### src/rtl/csvt_pkg.sv
// Package for the CSV field tokenizer: item structs, config struct,
// register map, line phase codes and reset constants.
// No dependencies.
package csvt_pkg;

  // Field limit default and output index width
  localparam int MaxFieldsDef = 64;
  localparam int IdxW         = 6;
  localparam int IdxMax       = 63;

  // Config port geometry
  localparam int CfgAddrW = 4;
  localparam int CfgDataW = 32;

  // Fixed characters
  localparam logic [7:0] ChrLf    = 8'd10;
  localparam logic [7:0] ChrCr    = 8'd13;
  localparam logic [7:0] ChrSpace = 8'd32;
  localparam logic [7:0] ChrTab   = 8'd9;

  // Register reset values
  localparam logic [7:0] SepRst     = 8'd59;  // ';'
  localparam logic [7:0] QuoteRst   = 8'd34;  // '"'
  localparam logic [7:0] CommentRst = 8'd35;  // '#'
  localparam logic       SkipHdrRst = 1'b1;

  // Register index (paddr[3:2])
  typedef enum logic [1:0] {
    REG_SEP     = 2'd0,
    REG_QUOTE   = 2'd1,
    REG_COMMENT = 2'd2,
    REG_SKIP    = 2'd3
  } reg_idx_e;

  // Where we are within the current line
  typedef enum logic [1:0] {
    PH_LEAD = 2'd0,  // leading whitespace
    PH_REC  = 2'd1,  // inside a record
    PH_DROP = 2'd2   // dropping a comment or header line
  } line_phase_e;

  typedef struct packed {
    logic [7:0] byte_in;
    logic       end_of_text;
  } in_item_t;

  typedef struct packed {
    logic [7:0]      byte_out;
    logic            data_valid;
    logic            field_end;
    logic            record_end;
    logic [IdxW-1:0] field_index;
    logic            field_overflow;
  } out_item_t;

  // Config values plus the header-pending reload strobe
  typedef struct packed {
    logic [7:0] separator_char;
    logic [7:0] quote_char;
    logic [7:0] comment_char;
    logic       skip_header;
    logic       hdr_load;
    logic       hdr_value;
  } cfg_t;

endpackage

### src/rtl/csvt_regs.sv
// APB-style configuration registers of the CSV field tokenizer.
// Depends on csvt_pkg.
module csvt_regs (
  input  logic                          clk_i,
  input  logic                          rst_ni,
  input  logic                          psel,
  input  logic                          penable,
  input  logic                          pwrite,
  input  logic [csvt_pkg::CfgAddrW-1:0] paddr,
  input  logic [csvt_pkg::CfgDataW-1:0] pwdata,
  output logic [csvt_pkg::CfgDataW-1:0] prdata,
  output logic                          pready,
  output csvt_pkg::cfg_t                cfg_o
);
  import csvt_pkg::*;

  logic       wr_en;
  reg_idx_e   idx;
  logic [7:0] sep_q, quote_q, comment_q;
  logic       skip_q;

  assign pready = 1'b1;
  assign wr_en  = psel && penable && pwrite;
  assign idx    = reg_idx_e'(paddr[3:2]);

  // Register writes
  always_ff @(posedge clk_i or negedge rst_ni) begin
    if (!rst_ni) begin
      sep_q     <= SepRst;
      quote_q   <= QuoteRst;
      comment_q <= CommentRst;
      skip_q    <= SkipHdrRst;
    end else if (wr_en) begin
      unique case (idx)
        REG_SEP:     sep_q     <= pwdata[7:0];
        REG_QUOTE:   quote_q   <= pwdata[7:0];
        REG_COMMENT: comment_q <= pwdata[7:0];
        REG_SKIP:    skip_q    <= pwdata[0];
        default:     sep_q     <= sep_q;
      endcase
    end
  end

  // Read mux
  always_comb begin
    unique case (idx)
      REG_SEP:     prdata = CfgDataW'(sep_q);
      REG_QUOTE:   prdata = CfgDataW'(quote_q);
      REG_COMMENT: prdata = CfgDataW'(comment_q);
      REG_SKIP:    prdata = CfgDataW'(skip_q);
      default:     prdata = '0;
    endcase
  end

  assign cfg_o.separator_char = sep_q;
  assign cfg_o.quote_char     = quote_q;
  assign cfg_o.comment_char   = comment_q;
  assign cfg_o.skip_header    = skip_q;
  // skip_header write also reloads the header-pending flag
  assign cfg_o.hdr_load       = wr_en && (idx == REG_SKIP);
  assign cfg_o.hdr_value      = pwdata[0];

endmodule

### src/rtl/csvt_core.sv
// Tokenizer state and one-byte step logic of the CSV field tokenizer.
// Depends on csvt_pkg.
module csvt_core #(
  parameter int MAX_FIELDS = csvt_pkg::MaxFieldsDef
) (
  input  logic                 clk_i,
  input  logic                 rst_ni,
  input  logic                 step_i,    // process item_i this cycle
  input  csvt_pkg::in_item_t   item_i,
  input  csvt_pkg::cfg_t       cfg_i,
  output logic                 res_valid_o,
  output csvt_pkg::out_item_t  res_o
);
  import csvt_pkg::*;

  localparam int FcW    = $clog2(MAX_FIELDS + 1);
  localparam int IdxCap = (MAX_FIELDS - 1 < IdxMax) ? MAX_FIELDS - 1 : IdxMax;

  line_phase_e      phase_q, phase_d;
  logic             iq_q, iq_d, qp_q, qp_d, hp_q, hp_d, afs_q, afs_d;
  logic [FcW-1:0]   fc_q, fc_d;

  // Step: next state and result item for one byte
  always_comb begin
    logic [7:0]     c;
    logic           rec, unq, afs_u, enter;
    logic           iq_b, qp_b, afs_b;
    logic [FcW-1:0] fc_b;

    c     = item_i.byte_in;
    rec   = 1'b0;
    unq   = 1'b0;
    enter = 1'b0;
    afs_u = afs_q;

    phase_d = (phase_q == PH_REC || phase_q == PH_DROP) ? phase_q : PH_LEAD;
    iq_d    = iq_q;
    qp_d    = qp_q;
    hp_d    = hp_q;
    afs_d   = afs_q;
    fc_d    = fc_q;

    res_valid_o          = 1'b0;
    res_o                = '0;

    if (c != ChrCr) begin
      if (phase_q == PH_DROP) begin
        if (c == ChrLf) phase_d = PH_LEAD;
      end else begin
        rec = (phase_q == PH_REC);
        // line start: skip blanks, drop comments and the header
        if (!rec) begin
          phase_d = PH_LEAD;
          if (c == ChrSpace || c == ChrTab || c == ChrLf) begin
            phase_d = PH_LEAD;
          end else if (c == cfg_i.comment_char) begin
            phase_d = PH_DROP;
          end else if (hp_q) begin
            hp_d    = 1'b0;
            phase_d = PH_DROP;
          end else begin
            enter   = 1'b1;
            rec     = 1'b1;
            phase_d = PH_REC;
          end
        end
      end
    end

    // State seen by the record logic (fresh line on entry)
    iq_b  = enter ? 1'b0 : iq_q;
    qp_b  = enter ? 1'b0 : qp_q;
    afs_b = enter ? 1'b1 : afs_q;
    fc_b  = enter ? '0 : fc_q;
    if (enter) begin
      iq_d  = 1'b0;
      qp_d  = 1'b0;
      afs_d = 1'b1;
      fc_d  = '0;
    end
    afs_u = afs_b;

    // Index and overflow use the count before this byte's separator
    res_o.field_index    = (fc_b > FcW'(IdxCap)) ? IdxW'(IdxCap) : IdxW'(fc_b);
    res_o.field_overflow = (fc_b >= FcW'(MAX_FIELDS));

    if (rec) begin
      if (iq_b) begin
        if (qp_b) begin
          qp_d = 1'b0;
          if (c == cfg_i.quote_char) begin
            // doubled quote: one literal quote
            res_valid_o      = 1'b1;
            res_o.data_valid = 1'b1;
            res_o.byte_out   = c;
          end else begin
            // field closed, byte handled outside quotes
            iq_d  = 1'b0;
            afs_u = 1'b0;
            unq   = 1'b1;
          end
        end else if (c == cfg_i.quote_char) begin
          qp_d = 1'b1;
        end else begin
          res_valid_o      = 1'b1;
          res_o.data_valid = 1'b1;
          res_o.byte_out   = c;
        end
      end else begin
        unq = 1'b1;
      end

      if (unq) begin
        priority if (c == cfg_i.separator_char) begin
          res_valid_o     = 1'b1;
          res_o.field_end = 1'b1;
          if (fc_b < FcW'(MAX_FIELDS)) fc_d = fc_b + FcW'(1);
          afs_d = 1'b1;
        end else if (c == ChrLf) begin
          res_valid_o      = 1'b1;
          res_o.field_end  = 1'b1;
          res_o.record_end = 1'b1;
          fc_d    = '0;
          afs_d   = 1'b1;
          phase_d = PH_LEAD;
        end else if (c == cfg_i.quote_char && afs_u) begin
          iq_d  = 1'b1;
          afs_d = 1'b0;
        end else begin
          res_valid_o      = 1'b1;
          res_o.data_valid = 1'b1;
          res_o.byte_out   = c;
          afs_d = 1'b0;
        end
      end
    end

    // End of text closes any open record and resets line state
    if (item_i.end_of_text) begin
      if (phase_d == PH_REC) begin
        res_valid_o      = 1'b1;
        res_o.field_end  = 1'b1;
        res_o.record_end = 1'b1;
      end
      iq_d    = 1'b0;
      qp_d    = 1'b0;
      phase_d = PH_LEAD;
      afs_d   = 1'b1;
      fc_d    = '0;
      hp_d    = cfg_i.skip_header;
    end
  end

  // State registers
  always_ff @(posedge clk_i or negedge rst_ni) begin
    if (!rst_ni) begin
      phase_q <= PH_LEAD;
      iq_q    <= 1'b0;
      qp_q    <= 1'b0;
      hp_q    <= SkipHdrRst;
      afs_q   <= 1'b1;
      fc_q    <= '0;
    end else if (cfg_i.hdr_load) begin
      hp_q <= cfg_i.hdr_value;
    end else if (step_i) begin
      phase_q <= phase_d;
      iq_q    <= iq_d;
      qp_q    <= qp_d;
      hp_q    <= hp_d;
      afs_q   <= afs_d;
      fc_q    <= fc_d;
    end
  end

endmodule

### src/rtl/csv_field_tokenizer.sv
// Top level of the CSV field tokenizer: input register, step core,
// result register and configuration port. Depends on csvt_pkg,
// csvt_regs and csvt_core.
//
//   port   | dir | handshake            | payload
//   -------+-----+----------------------+------------------------------
//   in     | in  | in_valid_i/in_stall_o| in_item_i  (byte, end of text)
//   out    | out | out_valid_o/out_stall_i| out_item_o (byte, marks, index)
//   config | in  | psel/penable/pready  | paddr/pwdata/prdata
//
// One byte per clock sustained while out_stall_i is low. An accepted byte
// waits in the input register; its result is stepped into the result
// register and shown on out_item_o. The step logic between the input
// register and the result register sets that rate. Reset clears all line
// state and loads the register defaults. While the result register is
// stalled the input register holds one more byte, whether or not that
// byte gives a result.
module csv_field_tokenizer #(
  parameter int MAX_FIELDS = csvt_pkg::MaxFieldsDef
) (
  input  logic                          clk_i,
  input  logic                          rst_ni,
  input  logic                          in_valid_i,
  output logic                          in_stall_o,
  input  csvt_pkg::in_item_t            in_item_i,
  output logic                          out_valid_o,
  input  logic                          out_stall_i,
  output csvt_pkg::out_item_t           out_item_o,
  input  logic                          psel,
  input  logic                          penable,
  input  logic                          pwrite,
  input  logic [csvt_pkg::CfgAddrW-1:0] paddr,
  input  logic [csvt_pkg::CfgDataW-1:0] pwdata,
  output logic [csvt_pkg::CfgDataW-1:0] prdata,
  output logic                          pready
);
  import csvt_pkg::*;

  localparam int IdxCap = (MAX_FIELDS - 1 < IdxMax) ? MAX_FIELDS - 1 : IdxMax;

  cfg_t       cfg;
  in_item_t   in_q;
  logic       in_valid_q, out_valid_q;
  out_item_t  out_q, res;
  logic       res_valid, out_free, step, accept;

  csvt_regs u_regs (
    .clk_i  (clk_i),
    .rst_ni (rst_ni),
    .psel   (psel),
    .penable(penable),
    .pwrite (pwrite),
    .paddr  (paddr),
    .pwdata (pwdata),
    .prdata (prdata),
    .pready (pready),
    .cfg_o  (cfg)
  );

  // Pipeline control
  assign out_free   = !out_valid_q || !out_stall_i;
  assign step       = in_valid_q && out_free;
  assign in_stall_o = in_valid_q && !out_free;
  assign accept     = in_valid_i && !in_stall_o;

  csvt_core #(.MAX_FIELDS(MAX_FIELDS)) u_core (
    .clk_i      (clk_i),
    .rst_ni     (rst_ni),
    .step_i     (step),
    .item_i     (in_q),
    .cfg_i      (cfg),
    .res_valid_o(res_valid),
    .res_o      (res)
  );

  // Input register
  always_ff @(posedge clk_i or negedge rst_ni) begin
    if (!rst_ni) begin
      in_valid_q <= 1'b0;
    end else if (accept) begin
      in_valid_q <= 1'b1;
    end else if (step) begin
      in_valid_q <= 1'b0;
    end
  end

  always_ff @(posedge clk_i) begin
    if (accept) in_q <= in_item_i;
  end

  // Result register
  always_ff @(posedge clk_i or negedge rst_ni) begin
    if (!rst_ni) begin
      out_valid_q <= 1'b0;
    end else if (out_free) begin
      out_valid_q <= step && res_valid;
    end
  end

  always_ff @(posedge clk_i) begin
    if (step && res_valid) out_q <= res;
  end

  assign out_valid_o = out_valid_q;
  assign out_item_o  = out_q;

  // Checks
  a_stall_cause: assert property (@(posedge clk_i) disable iff (!rst_ni)
    in_stall_o |-> (out_valid_o && out_stall_i))
    else $error("input stalled without a stalled result");

  a_rec_field: assert property (@(posedge clk_i) disable iff (!rst_ni)
    (out_valid_o && out_item_o.record_end) |-> out_item_o.field_end)
    else $error("record end without field end");

  a_ovf_idx: assert property (@(posedge clk_i) disable iff (!rst_ni)
    (out_valid_o && out_item_o.field_overflow) |->
      (out_item_o.field_index == IdxW'(IdxCap)))
    else $error("overflow with unsaturated field index");

  a_byte_zero: assert property (@(posedge clk_i) disable iff (!rst_ni)
    (out_valid_o && !out_item_o.data_valid) |-> (out_item_o.byte_out == 8'd0))
    else $error("mark item carries a nonzero byte");

endmodule
### config.mk
export PLATFORM = sky130hd
export DESIGN_NAME = csv_field_tokenizer
export DESIGN_NICKNAME = d
export VERILOG_FILES = /design/src/rtl/csvt_pkg.sv /design/src/rtl/csvt_regs.sv /design/src/rtl/csvt_core.sv /design/src/rtl/csv_field_tokenizer.sv
export SDC_FILE = /design/constraint.sdc
export NUM_CORES = 1
export LEC_CHECK = 0
export ABC_AREA = 1
export BUFFER_PORTS_ARGS = -buffer_cell sky130_fd_sc_hd__buf_2
export CELL_PAD_IN_SITES_DETAIL_PLACEMENT = 1
export CELL_PAD_IN_SITES_GLOBAL_PLACEMENT = 1
export CORE_ASPECT_RATIO = 0.7
export CORE_UTILIZATION = 42
export DETAILED_ROUTE_END_ITERATION = 8
export HOLD_SLACK_MARGIN = 0.06
export PLACE_DENSITY = 0.88
export SYNTH_ARGS = -nofsm -noshare
export SYNTH_HDL_FRONTEND = slang
export SYNTH_HIERARCHICAL = 1
export SYNTH_SLANG_ARGS = --single-unit
### constraint.sdc
create_clock -name clk_i -period 6.83 [get_ports clk_i]
set_input_delay 1.366 -clock clk_i [delete_from_list [all_inputs] [get_ports clk_i]]
set_output_delay 1.366 -clock clk_i [all_outputs]
set_load 0.03 [all_outputs]
==> reports/qor.yml <==
grt_first_pass_wirelength_um: 18380
critical_path.endpoint: "prdata[3]"
outcome: "completed"
grt_start_max_net_pins: 41
clock_sink_count: 67
layout_commonest_cell: "nand2_1"
rows: 29
critical_path_buf_inv_count: 2
final-seq-area_um2: 1828
port_buffers: 53
drv_slew: 0
core_um2: 9253
cts_resized: 0
slew_headroom_pct: 35.12
wl_um: 11220
ys_ff_latch: 67
gp_congestion: 0.8555
finalHoldViolCount: 0
r2r_slack_ps: 3160
drv_cap: 0
antenna_found_initial: 0
slowest_delay_ps: 470
crit_chain: "buf_2 > nor2_2 > nand2_1 > nand3_1 > buf_2"
worst-path-stages: 5
crit_path_frequent_cell: "buf_2"
cts_tree: "done"
clockRootBuffer: "clkbuf_16"
worst_pin_slew_ps: 973.1
ys_warn_count: 6
die_x_um: 119.8
multi_input_area_um2: 1917
diodes: 0
r2r-end: "out_item_o[13]"
yosysUniqueCellTypes: 38
report.final.setup_viol: 0
drt-initial-drc-count: 176
critPathKind: "in2out"
cts_buffers: 9
post_cts_buffers: 0
track_usage_pct: 23.64
r2r.worst_path.cells: 19
grt_pass1_vias: 3530
n_fill_cell: 1173
power_density_nw_per_um2: 309.7
setup_ws_ps: 3026
cts_max_level: 3
clkTransAtPathRegs_ps: 50
drc: 0
fmax_ghz: 0.2629
ant_nets: 0
syn-cell-area_um2: 4079
syn_to_final_growth_pct: 14.39
wl_per_cell_um: 16.19
cp-start-kind: "primary input"
synth_top_area_share_pct: 19.88
rsz0062_at_grt: "no"
worstSetupStartpoint: "paddr[3]"
start_util_pct: 44.08
syn_avg_cell_area_um2: 8.093
final_cell_mix: "194 x nand2_1, 53 x buf_2, 36 x inv_1"
firstDrtPassIters: 4
clock_latency_ps: 330
io_pins: 105
fin_worst_hold_slack_ps: 480.7
hp-class: "reg2reg"
synth-seq-area-share_pct: 44.82
fin_crit_sh_pct: 55.69
grt_overflow: 0
drive_above_1_share_pct: 26.89
dieArea_um2: 10120
fin_nets: 619
finalClockSkew_ps: 9.846
r2r-start: "in_q[8]"
period_minus_slack_ps: 3804
routed_via_density: 5.042
cp.required_ps: 5460
synth_cells: 504
cts_hold_buf: 0
clockBufferDepth: 2
crit_path_max_fanout: 9
p_leak_uw: 0.002381
yosysTopAreaCell: "edfxtp_1"
fin_setup_tns_ps: 0
critPathCaptureType: "output port"
place_ws_ps: 3099
worstPathArrival_ps: 2440
irDropWorstVdd_mv: 0.1264
die_y_um: 84.45
num_vias: 3494
critPathSlowestCell: "nor2_2"
crit_family: "simple AND/OR/NAND/NOR gates"
synth.area.top_cells: "edfxtp_1 20%, nand2_1 18%, dfrtp_1 17%, dfstp_2 8.4%, buf_4 5.0%"
hpwl_um: 8489
==> cells in the mapped netlist (all sizes together) <==
cell type	number
clkinv	1
or2	7
buf	28
edfxtp	27
nand3	41
nor2	41
o22ai	1
a22oi	1
nor3	11
dfrtp	27
a31oi	1
dfstp	13
ha	3
xnor2	6
nand2	210
o21ai	12
a21oi	6
nand4	7
o31a	1
and2	1
o211ai	1
xor2	4
o31ai	1
inv	51
conb	2
==> flip-flops by register name, summed over array words and instances (netlist names) <==
signal and flops:
out_item_o 18, in_q 9, u_regs/comment_q 8, u_regs/quote_q 8
u_regs/sep_q 8, u_core/fc_q 7, u_core/phase_q 2, in_valid_q 1
out_valid_o 1, u_core/afs_q 1, u_core/hp_q 1, u_core/iq_q 1
u_core/qp_q 1, u_regs/skip_q 1
==> where the power goes <==
| group | internal, uW | leakage (uW) | switching, uW |
|---|---|---|---|
| registers | 513 | 0.000748 | 55.6 |
| logic | 117 | 0.00149 | 299 |
| clock network | 291 | 0.000147 | 170 |
| total | 921 | 0.00238 | 524 |
==> tightest hold or removal path, cell delays in order (launching register included) <==
cell,delay [ps]
dfstp_2,380
nand2_1,60
nand2_1,40
==> area by class of cell <==
class,count,share of cell area [%]
sequential,67,39.18
timing repair buffer,54,5.846
clock buffer,11,5.202
multi-input combinational,380,41.08
inverter,52,4.237
clock inverter,5,1.126
tap,124,3.325
==> per-layer routing <==
metal | vias to the layer above | part of all wire (%) | track usage [%]
li1 | 1676 | - | -
met1 | 1692 | 47 | 33.13
met2 | 117 | 46 | 38.26
met3 | 9 | 6.0 | 4.280
met4 | 0 | 0.85 | 5.000
met5 | - | 0 | 0
==> kinds of logic after synthesis <==
kind of cell | share of synthesized area [%]
simple gates | 38.25
xor+xnor | 2.147
buf+inv | 10.31
other cells | 0.1841
flops | 44.82
fa+ha+maj | 0.9203
compound gates | 3.375
==> worst min path at each step <==
stage	from	endpoint	slack, ps	cells after the start
after floorplan	u_regs/sep_q[5]	u_regs/sep_q[5]	450	2
after global placement	u_regs/sep_q[5]	u_regs/sep_q[5]	460	2
after detailed placement	u_regs/comment_q[5]	u_regs/comment_q[5]	480	2
after CTS	u_regs/comment_q[5]	u_regs/comment_q[5]	480	2
after global routing	u_regs/quote_q[5]	u_regs/quote_q[5]	500	2
final	u_regs/comment_q[5]	u_regs/comment_q[5]	480	2
==> per-stage QoR <==
step / instances / util [%] / cell area, um2 / total power [uW]
3_3_place_gp: 677 / 47.23 / 4370 / 960.1
6_report: 693 / 50.43 / 4666 / 1445
3_5_place_dp: 677 / 47.23 / 4370 / 986.3
4_1_cts: 693 / 50.43 / 4666 / 1451
2_1_floorplan: 527 / - / 4165 / 887.0
5_1_grt: 693 / 50.43 / 4666 / 1512
No activity file was read; power rests on OpenSTA's default activity.
